**config.mk**
```make
export PLATFORM = sky130hd
export DESIGN_NAME = smu_ctrl
export DESIGN_NICKNAME = d
export VERILOG_FILES = /design/src/smu_pkg.sv /design/src/smu_ctrl.sv
export SDC_FILE = /design/constraint.sdc
export NUM_CORES = 1
export LEC_CHECK = 0
export BUFFER_PORTS_ARGS = -buffer_cell sky130_fd_sc_hd__buf_2
export CORE_MARGIN = 4
export CORE_UTILIZATION = 54
export CTS_CLUSTER_DIAMETER = 200
export CTS_CLUSTER_SIZE = 24
export DETAILED_ROUTE_END_ITERATION = 8
export PLACE_DENSITY_LB_ADDON = 0.2
export SLEW_MARGIN = 20
export SYNTH_ARGS = -nofsm -noshare
export SYNTH_HDL_FRONTEND = slang
export SYNTH_SLANG_ARGS = --single-unit
export TNS_END_PERCENT = 5
```
**constraint.sdc**
```tcl
create_clock -name clock -period 1.7 [get_ports clock]
set_input_delay 0.085 -clock clock [delete_from_list [all_inputs] [get_ports clock]]
set_output_delay 0.085 -clock clock [all_outputs]
set_load 0.05 [all_outputs]
```
**src/smu_pkg.sv**
```systemverilog
// ----------------------------------------------------------------------------
// smu_pkg
// Shared types, constants and codes of the weight update core.
// ----------------------------------------------------------------------------
`default_nettype none

package smu_pkg;

   localparam int IDX_W       = 12;
   localparam int WORD_W      = 32;
   localparam int RATE_W      = 16;
   localparam int FILL_W      = 7;
   localparam int RSUM_W      = 40;
   localparam int CSR_INDEX_W = 1;
   localparam int CSR_DATA_W  = 16;
   localparam int DIV_N_W     = 64;
   localparam int DIV_D_W     = 40;

   localparam int DEF_WEIGHT_COUNT = 4096;
   localparam int DEF_ROW_MAX      = 64;

   localparam logic [CSR_INDEX_W-1:0] REG_UPDATE_MODE = 1'b0;
   localparam logic [CSR_INDEX_W-1:0] REG_STEP_RATE   = 1'b1;

   localparam logic [RATE_W-1:0] RATE_RESET   = 16'd655;
   localparam logic [RATE_W-1:0] MOMENTUM_Q16 = 16'd58982;

   // ln(2) in Q56, exp input limits in Q16.16, series term limit
   localparam logic signed [63:0] LN2_Q56      = 64'sh00B17217F7D1CF7A;
   localparam logic signed [31:0] EXP_HI_LIMIT = 32'sd720896;
   localparam logic signed [31:0] EXP_LO_LIMIT = -32'sd851968;
   localparam logic [4:0]         TERM_LIMIT   = 5'd30;

   typedef enum logic [1:0] {
      MODE_SGD,
      MODE_MOMENTUM,
      MODE_SOFTMAX,
      MODE_PASS
   } mode_type;

   typedef enum logic [4:0] {
      OP_IDLE,
      OP_LOAD,
      OP_CLEAR,
      OP_STEP,
      OP_MOD_HI,
      OP_MOD_LO,
      OP_VREAD,
      OP_VMUL,
      OP_VADD,
      OP_VWRITE,
      OP_RESULT,
      OP_EXP_INIT,
      OP_RED,
      OP_SER_INIT,
      OP_PP_CLR,
      OP_PP,
      OP_DIV_TERM,
      OP_TERM_UPD,
      OP_EXP_FIN,
      OP_PUSH,
      OP_FL_READ,
      OP_DIV_ROW,
      OP_FL_OUT
   } dp_op_type;

   typedef enum logic [4:0] {
      S_CLEAR,
      S_IDLE,
      S_STEP,
      S_MOD_HI,
      S_MOD_LO,
      S_VREAD,
      S_VMUL,
      S_VADD,
      S_VWRITE,
      S_RESULT,
      S_E_INIT,
      S_E_RED,
      S_E_LOOP,
      S_E_PP,
      S_E_DIV,
      S_E_DWAIT,
      S_PUSH,
      S_FL_READ,
      S_FL_DIV,
      S_FL_WAIT,
      S_FL_OUT
   } state_type;

   typedef struct packed {
      dp_op_type op;
   } dp_cmd_type;

   typedef struct packed {
      mode_type mode;
      logic     clr_last;
      logic     exp_early;
      logic     red_ok;
      logic     ser_done;
      logic     pp_last;
      logic     div_busy;
      logic     flush_now;
      logic     fl_last;
   } dp_status_type;

endpackage

`default_nettype wire

```
**src/smu_ctrl.sv**
```systemverilog
// ----------------------------------------------------------------------------
// smu_ctrl
// Sequencer: walks each item through the datapath and owns both handshakes.
// ----------------------------------------------------------------------------
`default_nettype none

module smu_ctrl
   import smu_pkg::*;
(
   input  wire logic          clock,
   input  wire logic          reset,
   input  wire logic          req_valid,
   output logic               req_stall,
   output logic               rsp_valid,
   input  wire logic          rsp_stall,
   output dp_cmd_type         cmd,
   input  wire dp_status_type status
);

   state_type state_ff;
   state_type state_in;
   logic      rsp_valid_ff;
   logic      rsp_valid_in;
   logic      out_free;
   logic      load_out;

   assign out_free = !rsp_valid_ff || !rsp_stall;

   always_comb begin
      state_in = state_ff;
      case (state_ff)
         S_CLEAR: if (status.clr_last) state_in = S_IDLE;
         S_IDLE: begin
            if (req_valid) begin
               case (status.mode)
                  MODE_SGD:      state_in = S_STEP;
                  MODE_MOMENTUM: state_in = S_MOD_HI;
                  MODE_SOFTMAX:  state_in = S_E_INIT;
                  default:       state_in = S_RESULT;
               endcase
            end
         end
         S_STEP:    state_in = S_RESULT;
         S_MOD_HI:  state_in = S_MOD_LO;
         S_MOD_LO:  state_in = S_VREAD;
         S_VREAD:   state_in = S_VMUL;
         S_VMUL:    state_in = S_VADD;
         S_VADD:    state_in = S_VWRITE;
         S_VWRITE:  state_in = S_RESULT;
         S_RESULT:  if (out_free) state_in = S_IDLE;
         S_E_INIT:  state_in = status.exp_early ? S_PUSH : S_E_RED;
         S_E_RED:   if (status.red_ok) state_in = S_E_LOOP;
         S_E_LOOP:  state_in = status.ser_done ? S_PUSH : S_E_PP;
         S_E_PP:    if (status.pp_last) state_in = S_E_DIV;
         S_E_DIV:   state_in = S_E_DWAIT;
         S_E_DWAIT: if (!status.div_busy) state_in = S_E_LOOP;
         S_PUSH:    state_in = status.flush_now ? S_FL_READ : S_IDLE;
         S_FL_READ: state_in = S_FL_DIV;
         S_FL_DIV:  state_in = S_FL_WAIT;
         S_FL_WAIT: if (!status.div_busy) state_in = S_FL_OUT;
         S_FL_OUT: begin
            if (out_free) begin
               state_in = status.fl_last ? S_IDLE : S_FL_READ;
            end
         end
         default:   state_in = S_IDLE;
      endcase
   end

   always_comb begin
      cmd.op = OP_IDLE;
      case (state_ff)
         S_CLEAR:   cmd.op = OP_CLEAR;
         S_IDLE:    if (req_valid) cmd.op = OP_LOAD;
         S_STEP:    cmd.op = OP_STEP;
         S_MOD_HI:  cmd.op = OP_MOD_HI;
         S_MOD_LO:  cmd.op = OP_MOD_LO;
         S_VREAD:   cmd.op = OP_VREAD;
         S_VMUL:    cmd.op = OP_VMUL;
         S_VADD:    cmd.op = OP_VADD;
         S_VWRITE:  cmd.op = OP_VWRITE;
         S_RESULT:  if (out_free) cmd.op = OP_RESULT;
         S_E_INIT:  cmd.op = OP_EXP_INIT;
         S_E_RED:   cmd.op = status.red_ok ? OP_SER_INIT : OP_RED;
         S_E_LOOP:  cmd.op = status.ser_done ? OP_EXP_FIN : OP_PP_CLR;
         S_E_PP:    cmd.op = OP_PP;
         S_E_DIV:   cmd.op = OP_DIV_TERM;
         S_E_DWAIT: if (!status.div_busy) cmd.op = OP_TERM_UPD;
         S_PUSH:    cmd.op = OP_PUSH;
         S_FL_READ: cmd.op = OP_FL_READ;
         S_FL_DIV:  cmd.op = OP_DIV_ROW;
         S_FL_OUT:  if (out_free) cmd.op = OP_FL_OUT;
         default:   cmd.op = OP_IDLE;
      endcase
   end

   assign load_out     = (cmd.op == OP_RESULT) || (cmd.op == OP_FL_OUT);
   // hold the beat while stalled, drop it once taken
   assign rsp_valid_in = load_out || (rsp_valid_ff && rsp_stall);

   always_ff @(posedge clock) begin
      if (reset) begin
         state_ff     <= S_CLEAR;
         rsp_valid_ff <= 1'b0;
      end else begin
         state_ff     <= state_in;
         rsp_valid_ff <= rsp_valid_in;
      end
   end

   assign req_stall = (state_ff != S_IDLE);
   assign rsp_valid = rsp_valid_ff;

   a_load_when_free: assert property (@(posedge clock) disable iff (reset)
      load_out |-> (!rsp_valid_ff || !rsp_stall))
      else $error("output register overwritten while holding a beat");

   a_reset_clears: assert property (@(posedge clock)
      reset |=> (state_ff == S_CLEAR) && !rsp_valid_ff)
      else $error("reset did not start the clearing pass");

   a_pp_to_div: assert property (@(posedge clock) disable iff (reset)
      (state_ff == S_E_PP) && status.pp_last |=> (state_ff == S_E_DIV))
      else $error("partial products did not hand over to the divider");

endmodule

`default_nettype wire

```
==> impl.org <==
** Drt
- Post-route ant nets :: 0
- After detailed routing, the met2 layer carries 1.695 mm of wire.
- DRC :: 0
- Met3 wire length :: 280 um
- In this run, the number of DRC markers left after iteration 0 of detailed routing was 56.
- Summed over all layers, the routed wires come to 3.408 mm.
- Routed vias :: 1,291
- For this run, the detailed router's first-pass iteration total came to 4.
- Top routing layer used :: met4
- In the final routing, the length of wire on met1 measures 1.310 mm.
- Vias per inst :: 6.655
- After detailed routing, the average wire length per cell comes to 17.57 um.

** Critical path
- Data arrival at the endpoint of the critical path :: 1650 ps
- STA puts the critical path data required time at 1620 ps.
- CP endpoint kind :: output port
- Reg2Reg Setup Slack :: 20 ps
- R2r endpoint :: state_ff[4]$_SDFFE_PP0P_
- The worst setup path is of the reg -> out kind.
- Launching point of the worst reg2reg path :: state_ff[3]$_SDFFE_PP0P_
- Category of the worst setup path launch point :: flip-flop
- Largest fanout on the critical path :: 6
- Worst Reg-to-Reg Cells :: 6

** Synth
- Most area-consuming cells after synthesis :: sky130_fd_sc_hd__dfxtp_1 12%, sky130_fd_sc_hd__a21oi_1 7.3%, sky130_fd_sc_hd__nand2_1 5.4%
- After synthesis, the share of flip-flops with an asynchronous set or reset is 0.
- For this run, the register share of the synthesized area comes to 0.1244.
- Counting every net in the synthesized netlist gives 151.
- Leading register cell type out of synthesis :: sky130_fd_sc_hd__dfxtp_1
- Number of warnings reported in the yosys synthesis log :: 0
- Counting flops with a built-in enable in the synthesized netlist gives 0.
- In this run the cell area of the synthesized design comes to 965.9 sq um.
- The synthesized design spends more area on one cell type than any other, namely sky130_fd_sc_hd__dfxtp_1.
- Gate count of the mapped netlist :: 137
- Flip-flop and latch count after synthesis :: 6
- The synthesized netlist contains 53 unique library cells.
- Mean cell area of the mapped netlist :: 7.051 sq um
- Fraction of post-synthesis cell area in the top cell type by area :: 0.1244

** CTS
- Number of sinks handled by clock tree synthesis :: 6
- Total CTS buffers :: 3
- TritonCTS built the clock tree.
- Total number of H-tree levels :: 1
- Number of buffers on the longest clock path :: 2
- Later-pin clock latency in the skew report :: 250 ps
- CTS placed an instance of sky130_fd_sc_hd__clkbuf_4 at the clock tree root.
- Register clock-pin slew on the reported worst setup and hold paths :: 50 ps

** Place
- Dpl cells :: 190
- The congestion estimate from routability-driven global placement came to 0.9412.
- Once placement finished, the instance area stood at 0.001184 sq mm.
- Post-DP HPWL :: 2.411 mm
- Number of I/O port buffers :: 20

** Floorplanning
- Initial core utilization :: 0.5656
- Pin placement for this block handled 21 I/O pins.
- Horizontal die dimension :: 50.30 um
- Vert. Die Dim :: 50.30 um
- The floorplan step defined a core boundary enclosing 0.001708 sq mm.
- Total number of placement rows :: 15
- The floorplan step defined a die boundary enclosing 0.002530 sq mm.

** Power and ir drop
- Power per Cell Area :: 1887 mW/mm^2
- Net Sw Power :: 0.001326 W
- Sequential share of power :: 0.142
- Int Power :: 0.001138 W
- Largest voltage drop on the vdd net :: 1276 uV
- Clock share of power :: 0.055
- Relative contribution of combinational cells to total power :: 0.803
- Of the total power, the share spent switching nets is 0.5381.
- Static leakage power :: 0.5288 nW

** Global route
- Leftover overflow at the end of global routing :: 0
- Entering global routing, the biggest net connects 16 pins.
- Initial antenna violation count :: 0
- Number of global-route vias before repair :: 1,186
- Wire length of the first global-routing pass :: 5.589 mm
- Global-route total usage across every layer :: 0.2773

** Worst hold path
- End point of the worst hold path :: state_ff[2]$_SDFFE_PP0P_
- Startpoint of the worst hold path :: reset
- Worst hold path depth :: 2
- Hold crit path type :: in -> reg

** STA
- Of the available clock period, the critical path in the final layout requires 1.020.
- Setup repair after global routing could not meet its margin everywhere.
- Setup violations remaining at the end of the flow were counted as 1.
- Post-layout minimum cycle time :: 1734 ps
- For the pin with the worst max-slew slack, the measured transition is 520.3 ps.
- In this run the tightest slew margin relative to its limit is 0.6526.
- Highest clock frequency the design can meet :: 0.5768 GHz
- Between clock sinks in the finished design, the worst skew comes to 0.5711 ps.
- The count of final max-slew check failures came to 0.
- Endpoints failing hold :: 0
- Crit path setup slack, layout :: -33.83 ps

** Finish
- The number of antenna diodes in the final layout is 0.
- The area growth from synthesis to layout is 35.23%.
- Of the cells placed in the final design, the portion with a size suffix greater than 1 is 0.4142.
- At the end of the flow, the number of nets in the layout was 185.
- Highest-count cells in the layout ignoring fill and taps :: 20 x sky130_fd_sc_hd__buf_4, 15 x sky130_fd_sc_hd__buf_2, 14 x sky130_fd_sc_hd__a21oi_1
- After the flow finishes, the layout carries non-filler instances totaling 194.
- With fillers left out, the area of the finished cells amounts to 0.001306 sq mm.
- The library cell used most frequently in the layout, excluding fill and tap cells, is sky130_fd_sc_hd__buf_4.

** Outcome
- The flow ran to the end, but the final reports show violations.
- Violated checks :: negative setup slack

** Flow run
- Max-cap violations in this run came to 0.
-- power groups by stage --
stage               clock [W]  sequential, W  combinational (W)
finish               0.000135       0.000351            0.00198
global route         0.000142       0.000353            0.00211
CTS                  0.000135       0.000326            0.00186
detailed placement          0       0.000322            0.00175
global placement            0       0.000321            0.00172
floorplan                   0       0.000250            0.00136
-- through the flow --
| step | utilization | setup slack (ps) | hold slack, ps | TNS, ps | power [W] |
|---|---|---|---|---|---|
| finish | 0.7648 | -33.83 | 120.0 | -33.83 | 0.002465 |
| global route | 0.7648 | -64.91 | 110.8 | -223.0 | 0.002600 |
| CTS | 0.7363 | -3.759 | 103.1 | -3.759 | 0.002321 |
| detailed placement | 0.6930 | -2.569 | 371.3 | -2.569 | 0.002074 |
| global placement | 0.6930 | 3.659 | 360.7 | 0 | 0.002041 |
| floorplan | - | -42.61 | 154.1 | -42.61 | 0.001609 |
-- critical path, cell delays in order (launching register included) --
cell and delay [ps]:
sky130_fd_sc_hd__dfxtp_4 360, sky130_fd_sc_hd__or3b_1 390, sky130_fd_sc_hd__a2111o_1 380, sky130_fd_sc_hd__o211ai_2 90, sky130_fd_sc_hd__buf_6 180
-- layer usage --
layer,global-route usage,vias to the layer above
li1,-,588
met1,0.3501,598
met2,0.4543,87
met3,0.05638,18
met4,0.1166,0
met5,0,-
-- cells in the mapped netlist (all sizes together), types with 2 or more instances --
cell / instances
a211oi: 2
a21oi: 14
a221oi: 3
a22oi: 2
a2bb2oi: 3
and2b: 3
buf: 12
dfxtp: 6
inv: 4
nand2: 14
nand2b: 3
nand3: 4
nand3b: 3
nor2: 9
nor3: 5
nor3b: 3
nor4: 2
nor4b: 2
o211ai: 3
o21ai: 10
o21bai: 2
o22ai: 4
o32a: 2
or2: 2
-- registers in the layout (all words and copies together), names as in the netlist --
signal,cells
state_ff,5
rsp_valid,1
-- kinds of logic after synthesis --
kind of cell / after synthesis / synth area share
flip-flops: 6 / 0.1244
buffers and inverters: 16 / 0.08808
multiplexers: 1 / 0.01036
AO/OA/AOI/OAI: 54 / 0.4119
XOR/XNOR: 1 / 0.009069
adder cells (fa/ha/maj): 1 / 0.01036
AND/OR/NAND/NOR: 58 / 0.3459
-- repair_timing --
item,in CTS,in global routing
resized for setup,17,13
endpoints found under the setup margin,8,9
hold buffers,0,0
pin swaps,2,1
setup buffers,1,0
-- worst max-delay path by stage --
stage | startpoint | end | slack (ps)
6_report | state_ff[3]$_SDFFE_PP0P_ | cmd[0] | -30
5_1_grt | state_ff[3]$_SDFFE_PP0P_ | state_ff[0]$_SDFFE_PP0P_ | -60
4_1_cts | state_ff[3]$_SDFFE_PP0P_ | cmd[0] | -4
3_5_place_dp | state_ff[2]$_SDFFE_PP0P_ | state_ff[0]$_SDFFE_PP0P_ | -3
3_3_place_gp | state_ff[0]$_SDFFE_PP0P_ | cmd[0] | 4
2_1_floorplan | state_ff[2]$_SDFFE_PP0P_ | rsp_valid$_SDFF_PP0_ | -40
-- area by class of cell --
cell class	instances	area (sq um)
multi-input combinational	115	802.0
fill	130	401.6
timing repair buffer	41	296.5
sequential	6	136.4
tap	25	31.28
clock buffer	3	22.52
inverter	4	17.52
Note: power is estimated with default switching activity, not from simulation.
